## src/sgr_pkg.sv

```systemverilog
// ----------------------------------------------------------------------------
// sgr_pkg
// Shared types and constants for the stream group reverser.
// ----------------------------------------------------------------------------
package sgr_pkg;

    // Default largest group, and the fixed widths of the stream fields.
    localparam int MAX_GROUP_DEF = 16;
    localparam int DATA_W        = 32;
    localparam int CFG_W         = 5;
    localparam logic [CFG_W-1:0] CFG_RESET = 5'd2;

    // Flags that travel with each finished group from the front to the back.
    typedef struct packed {
        logic bank;      // buffer bank that holds the group
        logic reversed;  // emit newest first
        logic ends;      // the group closes the list
    } t_job_flags;

    localparam int FLAGS_W = $bits(t_job_flags);

    // Bank release from the back once a group is fully drained.
    typedef struct packed {
        logic valid;
        logic bank;
    } t_release;

    // Back end sequencer states.
    typedef enum logic {
        BK_IDLE,
        BK_DRAIN
    } t_back_state;

endpackage

```

## src/stream_group_reverser.sv

```systemverilog
// ----------------------------------------------------------------------------
// stream_group_reverser
// Reverses a stream in groups of a configured size; a partial group at the
// end of a list is passed on in its original order.
// ----------------------------------------------------------------------------
//  Channel   Direction  Moves
//  s_axis    in         item value (tdata), list end (tlast)
//  m_axis    out        value (tdata), last of run (tlast), list end (tuser)
//  cfg       in         group size, 5 bits
//
// The input takes one transaction per cycle while the bank it fills is free and
// the queue has room; there are two banks, so one group drains while the next
// one fills. A closed group drains one result per cycle while the output is not
// stalled; the drain is set by the single buffer read. Reset is synchronous and
// clears the control state; the buffer is not cleared. Output stalls hold the
// output register and then the input side.
// ----------------------------------------------------------------------------
module stream_group_reverser #(
    parameter int MAX_GROUP = sgr_pkg::MAX_GROUP_DEF
) (
    input  logic                       i_clk,
    input  logic                       i_rst_n,
    // configuration
    input  logic                       i_cfg_valid,
    output logic                       o_cfg_ready,
    input  logic [sgr_pkg::CFG_W-1:0]  i_cfg_data,   // group_size
    // input stream
    input  logic                       s_axis_tvalid,
    output logic                       s_axis_tready,
    input  logic [31:0]                s_axis_tdata,  // item_value
    input  logic                       s_axis_tlast,  // list_end
    // output stream
    output logic                       m_axis_tvalid,
    input  logic                       m_axis_tready,
    output logic [31:0]                m_axis_tdata,  // out_value
    output logic                       m_axis_tlast,  // run_last
    output logic                       m_axis_tuser   // out_list_end
);

    localparam int CW = $clog2(MAX_GROUP + 1);
    localparam int IW = (MAX_GROUP > 1) ? $clog2(MAX_GROUP) : 1;
    localparam int JW = CW + sgr_pkg::FLAGS_W;

    logic                        wr_en;
    logic [IW:0]                 wr_addr;
    logic [sgr_pkg::DATA_W-1:0]  wr_data;
    logic                        q_push;
    logic                        q_pop;
    logic                        q_valid;
    logic                        q_full;
    logic [CW-1:0]               push_count;
    sgr_pkg::t_job_flags         push_flags;
    logic [JW-1:0]               q_in;
    logic [JW-1:0]               q_out;
    sgr_pkg::t_release           rel;

    assign o_cfg_ready = 1'b1;

    // Front end: accepts items and closes groups.
    sgr_front #(
        .MAX_GROUP (MAX_GROUP),
        .CW        (CW),
        .IW        (IW)
    ) u_front (
        .i_clk        (i_clk),
        .i_rst_n      (i_rst_n),
        .i_cfg_valid  (i_cfg_valid),
        .i_cfg_data   (i_cfg_data),
        .i_valid      (s_axis_tvalid),
        .o_ready      (s_axis_tready),
        .i_value      (s_axis_tdata),
        .i_end        (s_axis_tlast),
        .o_wr_en      (wr_en),
        .o_wr_addr    (wr_addr),
        .o_wr_data    (wr_data),
        .o_push       (q_push),
        .o_push_count (push_count),
        .o_push_flags (push_flags),
        .i_q_full     (q_full),
        .i_rel        (rel)
    );

    // Descriptor queue between the two ends.
    assign q_in = {push_count, push_flags};

    sgr_queue #(
        .WIDTH (JW)
    ) u_queue (
        .i_clk   (i_clk),
        .i_rst_n (i_rst_n),
        .i_push  (q_push),
        .i_data  (q_in),
        .i_pop   (q_pop),
        .o_valid (q_valid),
        .o_full  (q_full),
        .o_data  (q_out)
    );

    // Back end: drains groups from the buffer.
    sgr_back #(
        .MAX_GROUP (MAX_GROUP),
        .CW        (CW),
        .IW        (IW)
    ) u_back (
        .i_clk      (i_clk),
        .i_rst_n    (i_rst_n),
        .i_wr_en    (wr_en),
        .i_wr_addr  (wr_addr),
        .i_wr_data  (wr_data),
        .i_q_valid  (q_valid),
        .i_q_count  (q_out[JW-1:sgr_pkg::FLAGS_W]),
        .i_q_flags  (sgr_pkg::t_job_flags'(q_out[sgr_pkg::FLAGS_W-1:0])),
        .o_pop      (q_pop),
        .o_rel      (rel),
        .o_valid    (m_axis_tvalid),
        .i_ready    (m_axis_tready),
        .o_value    (m_axis_tdata),
        .o_run_last (m_axis_tlast),
        .o_list_end (m_axis_tuser)
    );

    // The queue never overflows: bank ownership bounds open groups to two.
    a_no_overflow: assert property (@(posedge i_clk) disable iff (!i_rst_n)
        q_push |-> (!q_full || q_pop))
        else $error("descriptor pushed into a full queue");

    // The back never pops an empty queue.
    a_no_underflow: assert property (@(posedge i_clk) disable iff (!i_rst_n)
        q_pop |-> q_valid)
        else $error("descriptor popped from an empty queue");

    // The list end is only ever flagged on the last result of a run.
    a_end_on_last: assert property (@(posedge i_clk) disable iff (!i_rst_n)
        (m_axis_tvalid && m_axis_tuser) |-> m_axis_tlast)
        else $error("list end flagged inside a run");

    // A bank release is followed by the closing result of its group on the output.
    a_release_emits: assert property (@(posedge i_clk) disable iff (!i_rst_n)
        rel.valid |=> (m_axis_tvalid && m_axis_tlast))
        else $error("bank released without a closing result");

endmodule

```

## src/sgr_queue.sv

```systemverilog
// ----------------------------------------------------------------------------
// sgr_queue
// Two-entry queue of group descriptors between the front and the back.
// ----------------------------------------------------------------------------
module sgr_queue #(
    parameter int WIDTH = 8
) (
    input  logic             i_clk,
    input  logic             i_rst_n,
    input  logic             i_push,
    input  logic [WIDTH-1:0] i_data,
    input  logic             i_pop,
    output logic             o_valid,
    output logic             o_full,
    output logic [WIDTH-1:0] o_data
);

    logic [WIDTH-1:0] r_mem [2];
    logic             r_wp;
    logic             r_rp;
    logic [1:0]       r_cnt;

    assign o_valid = (r_cnt != 2'd0);
    assign o_full  = (r_cnt == 2'd2);
    assign o_data  = r_mem[r_rp];

    // Entry storage; no reset needed for payload.
    always_ff @(posedge i_clk) begin
        if (i_push) begin
            r_mem[r_wp] <= i_data;
        end
    end

    // Pointers and occupancy.
    always_ff @(posedge i_clk) begin
        if (!i_rst_n) begin
            r_wp  <= 1'b0;
            r_rp  <= 1'b0;
            r_cnt <= 2'd0;
        end else begin
            if (i_push) begin
                r_wp <= ~r_wp;
            end
            if (i_pop) begin
                r_rp <= ~r_rp;
            end
            if (i_push && !i_pop) begin
                r_cnt <= r_cnt + 2'd1;
            end else if (!i_push && i_pop) begin
                r_cnt <= r_cnt - 2'd1;
            end
        end
    end

endmodule

```

## src/sgr_front.sv

```systemverilog
// ----------------------------------------------------------------------------
// sgr_front
// Accepts items, writes them into the current bank and closes groups.
// ----------------------------------------------------------------------------
module sgr_front #(
    parameter int MAX_GROUP = sgr_pkg::MAX_GROUP_DEF,
    parameter int CW        = $clog2(MAX_GROUP + 1),
    parameter int IW        = (MAX_GROUP > 1) ? $clog2(MAX_GROUP) : 1
) (
    input  logic                        i_clk,
    input  logic                        i_rst_n,
    // configuration
    input  logic                        i_cfg_valid,
    input  logic [sgr_pkg::CFG_W-1:0]   i_cfg_data,
    // input items
    input  logic                        i_valid,
    output logic                        o_ready,
    input  logic [sgr_pkg::DATA_W-1:0]  i_value,
    input  logic                        i_end,
    // buffer write port
    output logic                        o_wr_en,
    output logic [IW:0]                 o_wr_addr,
    output logic [sgr_pkg::DATA_W-1:0]  o_wr_data,
    // descriptor queue
    output logic                        o_push,
    output logic [CW-1:0]               o_push_count,
    output sgr_pkg::t_job_flags         o_push_flags,
    input  logic                        i_q_full,
    // bank release from the back
    input  sgr_pkg::t_release           i_rel
);

    logic [sgr_pkg::CFG_W-1:0] r_group_size;
    logic [CW-1:0]             r_fill;
    logic                      r_wr_bank;
    logic [1:0]                r_busy;

    logic [CW-1:0] n_fill;
    logic          n_wr_bank;
    logic [1:0]    n_busy;
    logic [CW-1:0] eff_size;
    logic [CW-1:0] count;
    logic          accept;
    logic          full_group;

    // Group size clamped into 1..MAX_GROUP.
    always_comb begin
        if (r_group_size == '0) begin
            eff_size = CW'(1);
        end else if (32'(r_group_size) > 32'(MAX_GROUP)) begin
            eff_size = CW'(MAX_GROUP);
        end else begin
            eff_size = CW'(r_group_size);
        end
    end

    // An item is taken only while its bank is free for writing.
    assign o_ready    = !r_busy[r_wr_bank] && !i_q_full;
    assign accept     = i_valid && o_ready;
    assign count      = r_fill + CW'(1);
    assign full_group = (count >= eff_size);

    assign o_wr_en   = accept;
    assign o_wr_addr = {r_wr_bank, r_fill[IW-1:0]};
    assign o_wr_data = i_value;

    assign o_push                = accept && (full_group || i_end);
    assign o_push_count          = count;
    assign o_push_flags.bank     = r_wr_bank;
    assign o_push_flags.reversed = full_group;
    assign o_push_flags.ends     = i_end;

    // Fill count, bank toggle and bank ownership.
    always_comb begin
        n_fill    = r_fill;
        n_wr_bank = r_wr_bank;
        n_busy    = r_busy;
        if (i_rel.valid) begin
            n_busy[i_rel.bank] = 1'b0;
        end
        if (o_push) begin
            n_fill            = '0;
            n_wr_bank         = ~r_wr_bank;
            n_busy[r_wr_bank] = 1'b1;
        end else if (accept) begin
            n_fill = count;
        end
    end

    always_ff @(posedge i_clk) begin
        if (!i_rst_n) begin
            r_group_size <= sgr_pkg::CFG_RESET;
            r_fill       <= '0;
            r_wr_bank    <= 1'b0;
            r_busy       <= 2'b00;
        end else begin
            if (i_cfg_valid) begin
                r_group_size <= i_cfg_data;
            end
            r_fill    <= n_fill;
            r_wr_bank <= n_wr_bank;
            r_busy    <= n_busy;
        end
    end

endmodule

```

## src/sgr_back.sv

```systemverilog
// ----------------------------------------------------------------------------
// sgr_back
// Holds the two-bank group buffer and drains finished groups to the output.
// ----------------------------------------------------------------------------
module sgr_back #(
    parameter int MAX_GROUP = sgr_pkg::MAX_GROUP_DEF,
    parameter int CW        = $clog2(MAX_GROUP + 1),
    parameter int IW        = (MAX_GROUP > 1) ? $clog2(MAX_GROUP) : 1
) (
    input  logic                        i_clk,
    input  logic                        i_rst_n,
    // buffer write port
    input  logic                        i_wr_en,
    input  logic [IW:0]                 i_wr_addr,
    input  logic [sgr_pkg::DATA_W-1:0]  i_wr_data,
    // descriptor queue
    input  logic                        i_q_valid,
    input  logic [CW-1:0]               i_q_count,
    input  sgr_pkg::t_job_flags         i_q_flags,
    output logic                        o_pop,
    // bank release to the front
    output sgr_pkg::t_release           o_rel,
    // results
    output logic                        o_valid,
    input  logic                        i_ready,
    output logic [sgr_pkg::DATA_W-1:0]  o_value,
    output logic                        o_run_last,
    output logic                        o_list_end
);

    localparam int DEPTH = 2 ** (IW + 1);

    logic [sgr_pkg::DATA_W-1:0] r_mem [DEPTH];

    sgr_pkg::t_back_state r_state;
    sgr_pkg::t_back_state n_state;
    sgr_pkg::t_job_flags  r_flags;
    logic [CW-1:0]        r_count;
    logic [CW-1:0]        r_k;

    logic                       r_out_valid;
    logic [sgr_pkg::DATA_W-1:0] r_out_value;
    logic                       r_out_run_last;
    logic                       r_out_list_end;

    logic          adv;
    logic          last;
    logic          load;
    logic [CW-1:0] idx;
    logic [IW:0]   rd_addr;

    // Sequencing of one group: read one entry per advancing cycle.
    assign adv     = (r_state == sgr_pkg::BK_DRAIN) && (!r_out_valid || i_ready);
    assign last    = (r_k == (r_count - CW'(1)));
    assign load    = i_q_valid && ((r_state == sgr_pkg::BK_IDLE) || (adv && last));
    assign idx     = r_flags.reversed ? (r_count - CW'(1) - r_k) : r_k;
    assign rd_addr = {r_flags.bank, idx[IW-1:0]};

    assign o_pop      = load;
    assign o_rel.valid = adv && last;
    assign o_rel.bank  = r_flags.bank;

    assign o_valid    = r_out_valid;
    assign o_value    = r_out_value;
    assign o_run_last = r_out_run_last;
    assign o_list_end = r_out_list_end;

    // Next state of the drain sequencer.
    always_comb begin
        n_state = r_state;
        case (r_state)
            sgr_pkg::BK_IDLE: begin
                if (load) begin
                    n_state = sgr_pkg::BK_DRAIN;
                end
            end
            sgr_pkg::BK_DRAIN: begin
                if (adv && last && !load) begin
                    n_state = sgr_pkg::BK_IDLE;
                end
            end
            default: begin
                n_state = sgr_pkg::BK_IDLE;
            end
        endcase
    end

    always_ff @(posedge i_clk) begin
        if (!i_rst_n) begin
            r_state <= sgr_pkg::BK_IDLE;
        end else begin
            r_state <= n_state;
        end
    end

    // Buffer write from the front.
    always_ff @(posedge i_clk) begin
        if (i_wr_en) begin
            r_mem[i_wr_addr] <= i_wr_data;
        end
    end

    // Registered buffer read straight into the output register.
    always_ff @(posedge i_clk) begin
        if (adv) begin
            r_out_value    <= r_mem[rd_addr];
            r_out_run_last <= last;
            r_out_list_end <= last && r_flags.ends;
        end
    end

    // Group descriptor and position.
    always_ff @(posedge i_clk) begin
        if (load) begin
            r_flags <= i_q_flags;
            r_count <= i_q_count;
        end
    end

    always_ff @(posedge i_clk) begin
        if (!i_rst_n) begin
            r_k         <= '0;
            r_out_valid <= 1'b0;
        end else begin
            if (load) begin
                r_k <= '0;
            end else if (adv) begin
                r_k <= r_k + CW'(1);
            end
            if (adv) begin
                r_out_valid <= 1'b1;
            end else if (i_ready) begin
                r_out_valid <= 1'b0;
            end
        end
    end

endmodule
```

## config.mk

```make
export PLATFORM = sky130hd
export DESIGN_NAME = stream_group_reverser
export DESIGN_NICKNAME = d
export VERILOG_FILES = /design/src/sgr_pkg.sv /design/src/stream_group_reverser.sv /design/src/sgr_queue.sv /design/src/sgr_front.sv /design/src/sgr_back.sv
export SDC_FILE = /design/constraint.sdc
export NUM_CORES = 1
export LEC_CHECK = 0
export BUFFER_PORTS_ARGS = -buffer_cell sky130_fd_sc_hd__clkbuf_2
export CORE_UTILIZATION = 30
export CTS_BUF_LIST = sky130_fd_sc_hd__clkbuf_8
export DETAILED_ROUTE_END_ITERATION = 10
export PLACE_DENSITY_LB_ADDON = 0.3
export SLEW_MARGIN = 20
export SYNTH_ARGS = -nofsm -noshare
export SYNTH_HDL_FRONTEND = slang
export SYNTH_SLANG_ARGS = --single-unit
```

## constraint.sdc

```tcl
create_clock -name i_clk -period 6.2 [get_ports i_clk]
set_input_delay 1.24 -clock i_clk [delete_from_list [all_inputs] [get_ports i_clk]]
set_output_delay 1.24 -clock i_clk [all_outputs]
set_load 0.03 [all_outputs]
```

==> key figures, run 1 <==
Hold path
  – Worst hold-check path type: register to register
  – Hold Startpoint: u_front.r_busy[0]$_SDFF_PN0_

Yosys
  – Ranking of synthesized cells by area: edfxtp_1 67%, nor2_1 3.4%, o21ai_0 3.1%
  – Post-synthesis mux area share: 4.005%
  – Post-Syn Nets: 3697
  – Synth Instances: 3638
  – XOR/XNOR Fraction of Synth Area: 0.3987%
  – Ys Warns: 0
  – Mapped Area: 48330 um2
  – Synth area leader: edfxtp_1
  – Post-synthesis compound-gate area fraction: 12.83%
  – Unique masters post-synth: 64
  – Avg Cell Area, Syn: 13.28 um2
  – Top cell type's share of synthesized area: 67.23%
  – Synth async-reset ratio: 0%
  – Number of synthesized flops with an enable pin: 1082
  – Largest family of logic cells by synthesized area: compound AO/OA/AOI/OAI gates
  – Main flop type after synthesis: edfxtp_1
  – Share of the yosys chip area belonging to registers: 68.22%
  – Post-Synth Simple-Gate Area: 11.38%
  – Synth Area in Adders: 0.4298%
  – Synth Register Bits: 1106

GRT
  – First-pass GRT wire length: 236800 um
  – Vias in the first global route: 32071
  – Initial antenna violation count: 14
  – GRT overflow: 0
  – Maximum number of pins on one net before global-route repair: 137
  – Global-route usage over all layers: 20.08%

Floorplanning
  – Core area: 159100 um2
  – Die W: 403.4 um
  – Row count: 146
  – IO Count: 80
  – Starting Density: 30.37%
  – Die ar.: 162700 um2
  – Die height: 403.4 um

Finish
  – Fillers: 15455
  – Final-stage net count: 3762
  – Layout cells sized above 1: 14.57%
  – Area Growth Syn to Fin: 13.50%
  – Fin cells: 5988

Critical path
  – CP Capture Type: register
  – Worst-path maximum fanout: 40
  – Critical path data arrival time: 5.03 ns
  – Critical path startpoint: u_back.r_count[0]$_DFFE_PP_
  – Startpoint types: register
  – Setup CP Type: register to register
  – R2r startpoint: u_back.r_count[0]$_DFFE_PP_
  – Worst EP required: 6.95 ns

STA
  – Final period utilization: 69.03%
  – RSZ-0062 raised after global routing: false
  – Post-route minimum period: 4.280 ns
  – Rel. slew slack: 20.42%
  – Final Hold Vio Count: 0
  – Setup TNS: 0 ns
  – Worst-margin pin slew: 1.191 ns
  – Final setup fails: 0
  – F_max: 233.6 MHz
  – Max-slew violation count: 0
  – Setup Skew: 0.03162 ns

Clock network
  – Htree depth: 4
  – Total CTS buffers: 181
  – Hold Buf Count CTS: 0
  – Post-CTS Resized: 0
  – Worst-Skew Late Latency: 0.89 ns
  – Post-CTS setup buffer count: 0
  – Reg clk slew, reported paths: 0.07 ns
  – CTS tree: built
  – CTS Sinks: 1106
  – CTS Root Cell: clkbuf_8
  – CTS max path bufs: 3

Placement
  – Dpl hpwl: 90350 um
  – Inst Count DP: 5666
  – Port bufs: 78
  – GPL Wtd Cong: 0.7952

Detailed routing
  – Vias: 33517
  – Initial DRC count: 3812
  – Antenna-violating nets left: 0
  – # DRC: 0
  – Pre-antenna DRT Iters: 5
  – DR WL/cell: 27.79 um
  – Drt via density: 5.597
  – Total wire length: 166400 um

Power and ir drop
  – VDD IR-drop max: 0.5292 mV
  – Leak: 17.67 nW
  – Pwr dens: 518.6 nW/um2

Run
  – Max-cap check violation count: 0

Run status
  – Status: finished clean
through the flow:
step | area (um2) | power, mW | hold WS, ns | setup WS [ns] | utilization, %
2_1_floorplan | 48330 | 17.70 | 0.4448 | 1.433 | -
3_3_place_gp | 51650 | 22.61 | 0.4619 | 1.686 | 32.46
3_5_place_dp | 51650 | 22.67 | 0.4686 | 1.665 | 32.46
4_1_cts | 54840 | 28.51 | 0.4760 | 1.888 | 34.46
5_1_grt | 54840 | 29.72 | 0.5062 | 1.693 | 34.47
6_report | 54850 | 28.45 | 0.4748 | 1.920 | 34.47
layer usage:
layer  GRT usage, %  wire (um)  vias to the layer above
met2          32.12      78090                     1693
li1               -          -                    14388
met5              0         13                        -
met3          3.224      13010                      306
met4          7.931       5799                        2
met1          27.20      69510                    17128
final timing paths:
kind              depth (start not counted)                      endpoint  slack, ns
setup / recovery                         10  u_back.o_value[24]$_DFFE_PP_       1.92
hold / removal                            2  u_front.r_busy[0]$_SDFF_PN0_       0.47
setup reg to reg                         10  u_back.o_value[24]$_DFFE_PP_       1.92
hold reg to reg                           2  u_front.r_busy[0]$_SDFF_PN0_       0.47
cell usage after synthesis, types with 5 or more instances:
cell and instances:
or3_1 65, o211ai_1 37, mux4_2 65, o22ai_1 136, buf_6 5, nor4_1 7
mux2i_1 10, inv_1 16, buf_1 14, nor2b_1 130, and3_1 86, a31oi_1 30
xnor2_1 10, a22o_1 27, ha_1 15, o31a_1 10, o21ai_0 296, mux2_2 33
o21bai_1 25, o22a_1 8, dfxtp_1 24, nand4_1 59, xor2_1 12, nor2_1 438
a21oi_1 109, a211oi_1 34, a21o_1 5, nand3_1 170, edfxtp_1 1082, a32o_1 54
buf_2 45, nor3_1 79, clkbuf_1 238, o221ai_1 84, nand2_1 76, o211a_1 35
a2111oi_0 10
worst max-delay path: stages (launching register included):
cell and delay, ns:
edfxtp_1 0.41, inv_1 0.07, ha_1 0.33, fa_4 0.83, buf_4 0.43, and2_2 0.65
buf_4 0.58, o21ai_0 0.17, nand3_1 0.12, a32o_1 0.26, mux4_2 0.26
cells by family (layout without fill, tap and decap cells):
group                      count (synthesis)  count (layout)
buffers and inverters                    323             521
xor gates and xnor gates                  22              22
muxes                                    108             108
DFF                                     1106            1106
adders and majority gates                 16              16
and+or+nand+nor                         1133            1133
other                                      1               7
AOI/OAI and AO/OA                        929             929
layout make-up:
type                       instances  area (um2)  share of cell area, %
multi-input combinational       2209       14440                  26.32
antenna                            6       15.01                0.02737
clock buffer                     189        2601                  4.742
clock inverter                   127       581.8                  1.061
inverter                          18       72.57                 0.1323
tap                             2146        2685                  4.895
timing repair buffer             187        1484                  2.705
sequential                      1106       32980                  60.12
sequential cells by signal (all words and copies together), names as in the netlist:
| register | flops |
|---|---|
| u_back.o_list_end | 1 |
| u_back.o_rel | 1 |
| u_back.o_run_last | 1 |
| u_back.o_valid | 1 |
| u_back.o_value | 32 |
| u_back.r_count | 5 |
| u_back.r_flags | 2 |
| u_back.r_k | 5 |
| u_back.r_mem | 1024 |
| u_back.r_state | 1 |
| u_front.r_busy | 2 |
| u_front.r_fill | 5 |
| u_front.r_group_size | 5 |
| u_front.r_wr_bank | 1 |
| u_queue.r_cnt | 2 |
| u_queue.r_mem | 16 |
| u_queue.r_rp | 1 |
| u_queue.r_wp | 1 |
report_power, final:
part	total, mW	switching [mW]	internal, mW
Clock	5.82	2.91	2.91
Sequential	9.05	0.330	8.72
Combinational	13.6	8.80	4.77
cells in the final DEF, fill, tap and decap left out, types with 59 or more instances in the layout:
cell type	instances
nand3_1	170
o21ai_0	296
buf_4	87
nand4_1	59
clkbuf_8	189
nor2b_1	129
nand2_1	73
clkbuf_2	78
o221ai_1	84
or3_1	65
a21oi_1	107
and3_1	86
nor3_1	79
edfxtp_1	1082
o22ai_1	136
nor2_1	404
inv_1	78
mux4_2	65
Power figures use the tool's default switching activity.
==> inputs of run 2 (changes only) <==
Clock period 6.2 ns to 3.8 ns, I/O delays scaled along.
==> run 2 against run 1 <==
  * Clock skew rose by 0.0094 ns
  * Die area did not move
  * Fmax is 17% higher
  * Critical endpoint is now u_back.o_value[3]$_DFFE_PP_
  * Largest cell class unchanged
==> key figures, run 2 (synthesis results as in run 1) <==
Run status
  – Status: finished clean

Finish
  – Layout cells sized above 1: 15.87% (+1.3 points)
  – Commonest cells after routing, fill and taps aside: 1082 x edfxtp_1, 404 x nor2_1, 296 x o21ai_0
  – Area Growth Syn to Fin: 15.51%
  – Commonest non-fill, non-tap cell in the layout: edfxtp_1
  – Area occupied by multi-input gates: 14420 um2 (about the same)
  – FF+latch area: 32980 um2 (unchanged)
  – Final-stage net count: 3815 (+1.4%)
  – Largest reg by FF count: u_back.r_mem
  – Fillers: 15448 (-0.045%)
  – Max reg flops: 1024 (unchanged)

Hold path
  – Worst hold-check path type: input port to register
  – Hold path depth: 3 (+1)

Critical path
  – Critical path data arrival time: 4.29 ns (-0.74 ns)
  – CP Capture Type: register
  – CP max stage cell: fa_4
  – Startpoint types: register
  – Setup CP Type: register to register
  – R2R cell count: 9 (-1)
  – Top delay family on crit path: adder cells
  – Buf/Inv on CP: 2 (-1)
  – CP Cell Sequence: buf_4 -> ha_4 -> fa_4 -> nand2b_4 -> buf_12 -> o22ai_1 -> or3_1 -> a32o_1 -> mux4_2
  – Worst EP required: 4.43 ns (-2.52 ns)
  – Worst-path maximum fanout: 48 (+20%)
  – Max incr delay on CP: 0.87 ns (+0.04 ns)
  – CP Depth: 9 (-1)

STA
  – Final period utilization: 96.39% (+27 points)
  – Post-route minimum period: 3.663 ns (-0.6174 ns)
  – Final Hold Vio Count: 0 (unchanged)
  – Final setup fails: 0 (unchanged)
  – Rel. slew slack: 30.31% (+9.9 points)
  – Max-slew violation count: 0 (unchanged)
  – Worst-margin pin slew: 1.043 ns (-0.1480 ns)
  – Setup WS post-layout: 0.1373 ns (-1.783 ns)
  – Setup TNS: 0 ns (unchanged)
  – RSZ-0062 raised after global routing: false
  – F_max: 273.0 MHz (+17%)
  – Worst hold slack: 0.1027 ns (-0.3721 ns)
  – Setup Skew: 0.04098 ns (+0.009364 ns)

Detailed routing
  – # DRC: 0 (unchanged)
  – Total wire length: 160600 um (-3.5%)
  – Drt via density: 5.528 (-1.2%)
  – Pre-antenna DRT Iters: 5 (unchanged)
  – Antenna-violating nets left: 0 (unchanged)
  – DR WL/cell: 26.58 um (-4.4%)
  – Initial DRC count: 3768 (-1.2%)
  – Vias: 33411 (-0.32%)

Placement
  – Dpl hpwl: 87810 um (-2.8%)
  – GPL Wtd Cong: 0.7904 (-0.60%)
  – DP Worst Slack: 0.1254 ns (-1.539 ns)
  – Port bufs: 78 (unchanged)

GRT
  – Vias in the first global route: 32096 (+0.078%)
  – First-pass GRT wire length: 230100 um (-2.8%)
  – Maximum number of pins on one net before global-route repair: 81 (-41%)
  – GRT overflow: 0 (unchanged)
  – Global-route usage over all layers: 19.38% (-0.70 points)
  – Initial antenna violation count: 18 (+4)

Clock network
  – CTS max path bufs: 3 (unchanged)
  – CTS tree: built
  – Htree depth: 4 (unchanged)
  – Total CTS buffers: 179 (-1.1%)
  – Post-CTS Resized: 0 (unchanged)
  – Worst-Skew Late Latency: 0.91 ns (+0.02 ns)
  – CTS Sinks: 1106 (unchanged)
  – Reg clk slew, reported paths: 0.06 ns (about the same)
  – CTS Root Cell: clkbuf_8

Floorplanning
  – Starting Density: 30.37% (unchanged)
  – Die height: 403.4 um (unchanged)
  – Die W: 403.4 um (unchanged)
  – Row count: 146 (unchanged)
  – Core area: 159100 um2 (unchanged)
  – Die ar.: 162700 um2 (unchanged)
  – IO Count: 80 (unchanged)

Power and ir drop
  – Pwr dens: 847.2 nW/um2 (+63%)
  – VDD IR-drop max: 0.8090 mV (+53%)
  – Total power: 47.30 mW (+66%)
  – Leak: 18.11 nW (+2.5%)

Run
  – Max-cap check violation count: 0 (unchanged)
[run 2: cell types whose count changed in the layout (fill, tap and decap cells not counted), sizes merged]
cell         previous run  this run
bufinv                  3         6
diode                   6         3
dlygate4sd3             0         1
inv                    79        82
clkinv                 61        63
clkbuf                267       261
buf                   109       163
clkinvlp                2         4
[run 2: metal layers]
layer,track usage [%],up-vias,routed length (um)
met1,25.93,17178,67100
met2,31.40,1406,76710
met5,0,-,90
met3,3.580,309,12030
met4,6.824,16,4718
li1,-,14502,-
[run 2: metrics by stage]
stage	std cells	cell area (um2)	util, %
CTS	6041	55810	35.08
detailed placement	5720	52540	33.02
finish	6044	55820	35.08
global placement	5720	52540	33.02
global route	6044	55820	35.08
floorplan	3638	48330	-
[run 2: what timing repair did]
action	CTS	global route
hold buffers	1	0
endpoints found under the hold margin	1	0
endpoints found under the setup margin	0	0
setup buffers	0	0
[run 2: area by class of cell]
type	count	share of cell area, %
clock buffers	183	4.512
diodes	3	0.01345
clock inverters	137	1.329
inverters	18	0.1278
flip-flops and latches	1106	59.07
repair buffers	242	4.299
multi-input cells	2209	25.83
well taps	2146	4.810
[run 2: worst paths after layout]
path                                     endpoint                         start  slack (ns)
min reg2reg          u_front.r_busy[0]$_SDFF_PN0_  u_front.r_busy[0]$_SDFF_PN0_        0.48
max                   u_back.o_value[3]$_DFFE_PP_   u_back.r_count[0]$_DFFE_PP_        0.14
min          u_front.r_group_size[1]$_SDFFE_PN1P_                 i_cfg_data[1]        0.10
max reg2reg           u_back.o_value[3]$_DFFE_PP_   u_back.r_count[0]$_DFFE_PP_        0.14
[run 2: worst register-to-register path, cell delays in order, from the launching register on]
cell      delay, ns
edfxtp_1       0.38
buf_4          0.16
ha_4           0.16
fa_4           0.87
nand2b_4       0.23
buf_12         0.25
o22ai_1        0.25
or3_1          0.32
a32o_1         0.31
mux4_2         0.49
[run 2: report_power, final]
| group | total (mW) | leakage [nW] | switching [mW] | internal (mW) |
|---|---|---|---|---|
| Clock | 9.69 | 1.88 | 4.81 | 4.87 |
| Combinational | 22.9 | 6.27 | 14.2 | 8.76 |
| Sequential | 14.7 | 9.96 | 0.455 | 14.2 |
